## config.mk

```make
export PLATFORM = sky130hd
export DESIGN_NAME = sdp_div
export DESIGN_NICKNAME = d
export VERILOG_FILES = /design/src/rtl/assert_macros.svh /design/src/rtl/sdp_pkg.sv /design/src/rtl/sdp_div.sv
export SDC_FILE = /design/constraint.sdc
export NUM_CORES = 2
export LEC_CHECK = 0
export CAP_MARGIN = 20
export CORE_MARGIN = 1.5
export CORE_UTILIZATION = 25
export CTS_BUF_LIST = sky130_fd_sc_hd__clkbuf_16
export DETAILED_ROUTE_END_ITERATION = 6
export DONT_BUFFER_PORTS = 1
export GPL_TIMING_DRIVEN = 0
export HOLD_SLACK_MARGIN = 0.08
export PLACE_DENSITY = 0.42
export SLEW_MARGIN = 20
export SYNTH_ARGS = -nofsm -noshare
export SYNTH_HDL_FRONTEND = slang
export SYNTH_SLANG_ARGS = --single-unit
```

## constraint.sdc

```tcl
create_clock -name clk_i -period 14.35 [get_ports clk_i]
set_input_delay 2.87 -clock clk_i [delete_from_list [all_inputs] [get_ports clk_i]]
set_output_delay 2.87 -clock clk_i [all_outputs]
set_load 0.03 [all_outputs]
```

## src/rtl/assert_macros.svh

```systemverilog
// assertion macros used by the top-level rtl file
// define SYNTH to compile them away
`ifndef ASSERT_MACROS_SVH
`define ASSERT_MACROS_SVH
`ifndef SYNTH
`define SDP_ASSERT(lbl, clk, rstn, prop) \
  lbl: assert property (@(posedge clk) disable iff (!rstn) prop) \
    else $error("assertion failed");
`define SDP_NEVER(lbl, clk, rstn, cond) \
  lbl: assert property (@(posedge clk) disable iff (!rstn) !(cond)) \
    else $error("forbidden condition seen");
`else
`define SDP_ASSERT(lbl, clk, rstn, prop)
`define SDP_NEVER(lbl, clk, rstn, cond)
`endif
`endif

```

## src/rtl/sdp_pkg.sv

```systemverilog
// shared constants and types of the disparity point projector
// no dependencies
`timescale 1ns / 1ps
`default_nettype none
package sdp_pkg;
  localparam int IMAGE_DIM_MAX = 4096;
  localparam int DIV_W      = 40;
  localparam int DIV_STEP   = 4;
  localparam int DIV_STAGES = DIV_W / DIV_STEP;
  localparam int DVS_W      = 15;
  localparam int CFG_IDX_W  = 3;
  localparam int CFG_DATA_W = 63;
  localparam int CRD_W      = DIV_W + 1;

  localparam logic [47:0] ROT0_RST  = 48'h0000_0000_4000;
  localparam logic [47:0] ROT1_RST  = 48'h0000_4000_0000;
  localparam logic [47:0] ROT2_RST  = 48'h4000_0000_0000;
  localparam logic [31:0] LIMIT_RST = 32'h1900_001A;

  typedef enum logic [CFG_IDX_W-1:0] {
    REG_ROT0, REG_ROT1, REG_ROT2, REG_TRANS,
    REG_FOCAL, REG_BASE, REG_PRINC, REG_LIMIT
  } cfg_reg_e;

  typedef struct packed {
    logic       valid;
    logic       ok;
    logic       sx;
    logic       sy;
    logic [7:0] gray;
  } side_t;

  typedef struct packed {
    logic       valid;
    logic       ok;
    logic [7:0] gray;
  } pose_side_t;
endpackage
`default_nettype wire

```

## src/rtl/sdp_div.sv

```systemverilog
// pipelined restoring divider, DIV_STEP quotient bits per stage
// depends on sdp_pkg
`timescale 1ns / 1ps
`default_nettype none
module sdp_div (
  input  wire logic                      clk_i,
  input  wire logic                      en_i,
  input  wire logic [sdp_pkg::DIV_W-1:0] dividend_i,
  input  wire logic [sdp_pkg::DVS_W-1:0] divisor_i,
  output logic      [sdp_pkg::DIV_W-1:0] quotient_o
);
  import sdp_pkg::*;

  logic [DIV_W-1:0] wrk_q [DIV_STAGES];
  logic [DVS_W-1:0] rem_q [DIV_STAGES];
  logic [DVS_W-1:0] dvs_q [DIV_STAGES];

  for (genvar s = 0; s < DIV_STAGES; s++) begin : g_stage
    logic [DIV_W-1:0] w_src, w_d;
    logic [DVS_W-1:0] r_src, r_d, dv_src;
    logic [DVS_W:0]   t;

    if (s == 0) begin : g_first
      assign w_src  = dividend_i;
      assign r_src  = '0;
      assign dv_src = divisor_i;
    end else begin : g_next
      assign w_src  = wrk_q[s-1];
      assign r_src  = rem_q[s-1];
      assign dv_src = dvs_q[s-1];
    end

    // consumed dividend bits are replaced by quotient bits from the right
    always_comb begin
      w_d = w_src;
      r_d = r_src;
      t   = '0;
      for (int k = 0; k < DIV_STEP; k++) begin
        t   = {r_d, w_d[DIV_W-1]};
        w_d = {w_d[DIV_W-2:0], 1'b0};
        if (t >= {1'b0, dv_src}) begin
          t      = t - {1'b0, dv_src};
          w_d[0] = 1'b1;
        end
        r_d = t[DVS_W-1:0];
      end
    end

    always_ff @(posedge clk_i) begin
      if (en_i) begin
        wrk_q[s] <= w_d;
        rem_q[s] <= r_d;
        dvs_q[s] <= dv_src;
      end
    end
  end

  assign quotient_o = wrk_q[DIV_STAGES-1];
endmodule
`default_nettype wire

```

; ---- Word level (Yosys, flattened, before mapping)
; Memory sizes are Yosys's and may differ from the RTL's.
; Cells that the tools add are included.
[totals]
register_bits = 0
ram_bits = 700
elab_cells = 165
memories = 3
[mem_list]
columns = name, depth, word_bits, read_ports, rd_clocked_by_memory_dff, wr, line
row1 = wrk_q, 10, 40, 10, 0, 10, sdp_div.sv:14  ; logic [DIV_W-1:0] wrk_q [DIV_STAGES];
row2 = dvs_q, 10, 15, 9, 0, 10, sdp_div.sv:16  ; logic [DVS_W-1:0] dvs_q [DIV_STAGES];
row3 = rem_q, 10, 15, 9, 0, 10, sdp_div.sv:15  ; logic [DVS_W-1:0] rem_q [DIV_STAGES];
[classes]
n_addsub = 40
magnitude_cmp = 40
n_mux = 82
[ops]
columns = operator, count
row1 = >= comparator 16 x 15 -> 1 bit, 39
row2 = two-way mux 15 bit, 40
row3 = subtractor 15 bit, 39
row4 = two-way mux 1 bit, 42
row5 = >= comparator 1 x 15 -> 1 bit, 1
row6 = subtractor 1 x 15 -> 15 bit, 1

; ---- Logic depth before layout (Yosys ltp)
; An unclocked memory read counts as a cell.
[logic_depth]
word_depth = 9
mapped_depth = 51

; ---- Worst setup path after synthesis
; Ideal clock, no wire load.
[synth_path]
path_kind = input to register
start = input port dividend_i[39] (netlist bit)
end = memory rem_q[0][10], data pin
setup_ns = 0.260
arrival_ns = 11.093
required_ns = 14.090
setup_slack_ns = 2.997
stages = 40
path_cell_list = inv_1 -> ha_1 -> clkinv_1 -> o2111ai_1 -> clkbuf_1 -> nor3_1 -> ha_1 -> a21o_1 -> a21oi_1 -> a21boi_0 -> o31ai_1 -> a21oi_1 -> o21ai_0 -> and2_1 -> buf_1 -> a21oi_1 -> fa_1 -> nor2b_1 -> (+4 left out) -> o21a_1 -> a21o_1 -> buf_2 -> buf_1 -> a21oi_1 -> fa_1 -> a21o_1 -> a21oi_1 -> o21bai_1 -> a31oi_1 -> o21ai_0 -> nor4_1 -> o41ai_1 -> and2_1 -> and4b_1 -> buf_2 -> buf_2 -> mux2_2
[synth_rtl]
columns = element, line
row1 = start: declaration, sdp_div.sv:8  ; input wire logic [sdp_pkg::DIV_W-1:0] dividend_i,
row2 = end: declaration, sdp_div.sv:15

==> run_results.csv <==
group,metric,value,unit
route,avgViaCountPerCell,4.906,
critical_path,rr_endpoint,"rem_q[4][13]",
route,first_pass_iters,5,
timing,drv_slew,0,
placed_design,io_buffers,0,
route,wl_met2,68670,µm
route,wire_per_inst,18.11,µm
final_layout,design_area,60720,µm²
critical_path,path_class,"register to register",
route,top_layer,"met5",
synth,yosys.area_share.adder,15.01,%
synth,ys_types,100,
route,dr_wl_met3,6199,µm
timing,max_freq,75.25,MHz
floorplanning,die_area,218800,µm²
synth,async_flop_share,0,%
grt,antenna_found_initial,4,
grt,grt-ovfl-total,0,
clocking,cts_buffers,90,
critical_path,timing.critical_path.mode_cell,"ha_1",
synth,syn_nets,6110,
synth,synth.area.top_cells,"edfxtp_1 (37%), ha_1 (14%), mux2_2 (5.6%), xnor2_1 (3.8%), a21oi_1 (3.2%)",
synth,synth.largest_area_cell,"edfxtp_1",
synth,yosys_warnings,0,
placed_design,placed_area,57680,µm²
hold_path,whs_endpoint,"wrk_q[7][36]",
clocking,clock_path_buffers,3,
route,drt_wl_total,152800,µm
grt,grt_max_degree,194,
floorplanning,core,214600,µm²
grt,grt_usage,13.66,%
clocking,clockRootBuffer,"clkbuf_16",
floorplanning,boundaryPins,97,
final_layout,nets,6209,
timing,hold_viol,0,
route,drc_errors,0,
timing,period_minus_slack,13290,ps
grt,grt_pass1_wl,235000,µm
placed_design,dp.cells,8270,
synth,synthFlopType,"edfxtp_1",
timing,grt_setup_unrepaired,"no",
synth,syn_inst,5428,
placed_design,pre_cts_slack,-114.7,ps
placed_design,globalplace.congestion,0.8526,
critical_path,cp.required,14810,ps
synth,seq_area_frac_synth,37.25,%
floorplanning,die_h,467.8,µm
floorplanning,initial_utilization,25.17,%
synth,synth_top_area_share,37.25,%
route,wl_met1,74040,µm
final_layout,drive_gt1_share,9.845,%
route,ant_nets,0,
hold_path,hp-class,"register to register",
synth,syn_avg_cell_area,9.950,µm²
job,maxCapViolCount,0,
critical_path,crit_path_max_incr_delay,710,ps
timing,tightestPinTransition,1087,ps
critical_path,r2r_start,"dvs_q[3][0]",
final_layout,final_cells,8438,
critical_path,worstPathArrival,13750,ps
floorplanning,rows,170,
run_status,status,"finished clean",
synth,yosysMostFrequentCell,"edfxtp_1",
synth,synth_top_family_by_area,"compound AO/OA/AOI/OAI gates",
timing,fin_crit_sh,92.61,%
clocking,cts_tree,"built",
clocking,cts.reportedPaths.clkPinSlew,60,ps
critical_path,critPathLaunchType,"register",
route,drt_iter0_drc,2430,
synth,yosys.area_share.simple,14.10,%
clocking,cts_num_sinks,670,
critical_path,cp_slowest_cell,"or4_1",
synth,synth-edff-count,670,
synth,synthesis.area,54010,µm²
timing,fin_skew,33.13,ps
synth,ys_ff_latch,670,
final_layout,syn2layout_area_growth,12.41,%
clocking,htree_num_levels,3,
timing,timing.final.ws_setup,1061,ps
hold_path,holdPathStages,0,
floorplanning,die_x,467.8,µm
synth,muxShareOfSynthArea,7.276,%
route,vias,41400,
grt,grt_pass1_vias,40074,
synth,synth_xor_area_share,5.692,%
timing,setup_viol,0,
timing,slew-limit-headroom,27.54,%
hold_path,min_from,"wrk_q[6][32]",
synth,yosys-top-cells-count,"edfxtp_1 (670), ha_1 (587), inv_1 (406), nor2_1 (386), a21oi_1 (347)",
placed_design,dpl.hpwl,119000,µm
clocking,clock_latency,740,ps
synth,synth_compound_area_share,17.16,%
critical_path,reg2reg_depth,48,
critical_path,r2r_slack,1060,ps
critical_path,cp-end-kind,"register",
critical_path,cp_max_fo,18,
-- area by class of cell --
cell class	count	area (µm²)
timing repair buffer	9	147.6
buffer	71	317.8
sequential	670	20120
inverter	419	1573
fill	22355	153900
clock inverter	72	685.7
tap	2838	3551
antenna	3	7.507
clock buffer	90	2252
multi-input combinational	4266	32060
-- metal layers --
metal,global-route usage [%],vias up
li1,-,20677
met3,1.871,197
met4,4.113,2
met2,21.83,751
met5,0,-
met1,19.00,19773
-- state kept, by name (all words and copies together), names as in the netlist --
signal / cells
rem_q: 135
wrk_q: 400
dvs_q: 135
-- critical path, delay by kind of cell (launching register included) --
family | cells | cell delay [ps]
mux | 1 | 420
flops | 1 | 460
compound gates | 24 | 6180
simple gates | 8 | 2250
buf+inv | 10 | 1980
fa+ha+maj | 5 | 1690
-- layout by cell type, fill, tap and decap left out, drive strengths merged, types with 62 or more instances in the layout --
master and count:
nand4 99, edfxtp 670, a21o 114, nand3 128
ha 587, nor2 386, nor3 154, xnor2 235
nand2b 62, inv 437, nand2 337, a21oi 348
xor2 116, clkbuf 128, nor2b 100, a211oi 64
mux2i 79, o21ai 322, o21a 100, mux2 275
-- per-stage QoR --
stage / setup TNS, ps / hold WS (ps) / util, %
2_1_floorplan: 0 / 400.3 / -
4_1_cts: 0 / 405.9 / 28.25
3_3_place_gp: -973.2 / 401.5 / 26.82
5_1_grt: 0 / 409.3 / 28.29
6_report: 0 / 393.7 / 28.29
3_5_place_dp: -443.5 / 404.5 / 26.87
-- worst max path at each step --
stage	from	slack (ps)	depth (start not counted)	to
2_1_floorplan	dividend_i[39]	3000	40	rem_q[0][10]
3_3_place_gp	dvs_q[3][1]	-210	48	rem_q[4][13]
3_5_place_dp	dvs_q[3][1]	-110	48	rem_q[4][13]
4_1_cts	dvs_q[3][1]	190	47	rem_q[4][7]
5_1_grt	dvs_q[4][10]	140	43	rem_q[5][14]
6_report	dvs_q[3][0]	1060	48	rem_q[4][13]
-- cell families after synthesis --
kind of cell / Yosys count
XOR/XNOR: 351
multiplexers: 354
flip-flops: 670
AO/OA/AOI/OAI: 1399
buffers and inverters: 492
AND/OR/NAND/NOR: 1537
adder cells (fa/ha/maj): 625
-- what timing repair did --
action	in CTS	in global routing
pin swaps	0	1
endpoints found under the setup margin	6	32
buffers inserted	0	5
hold buffers	0	0
gates resized for setup	2	13
Power is left out: the tool's default activity adds up to more than one toggle a clock period on the data nets, which glitch-free logic cannot reach.
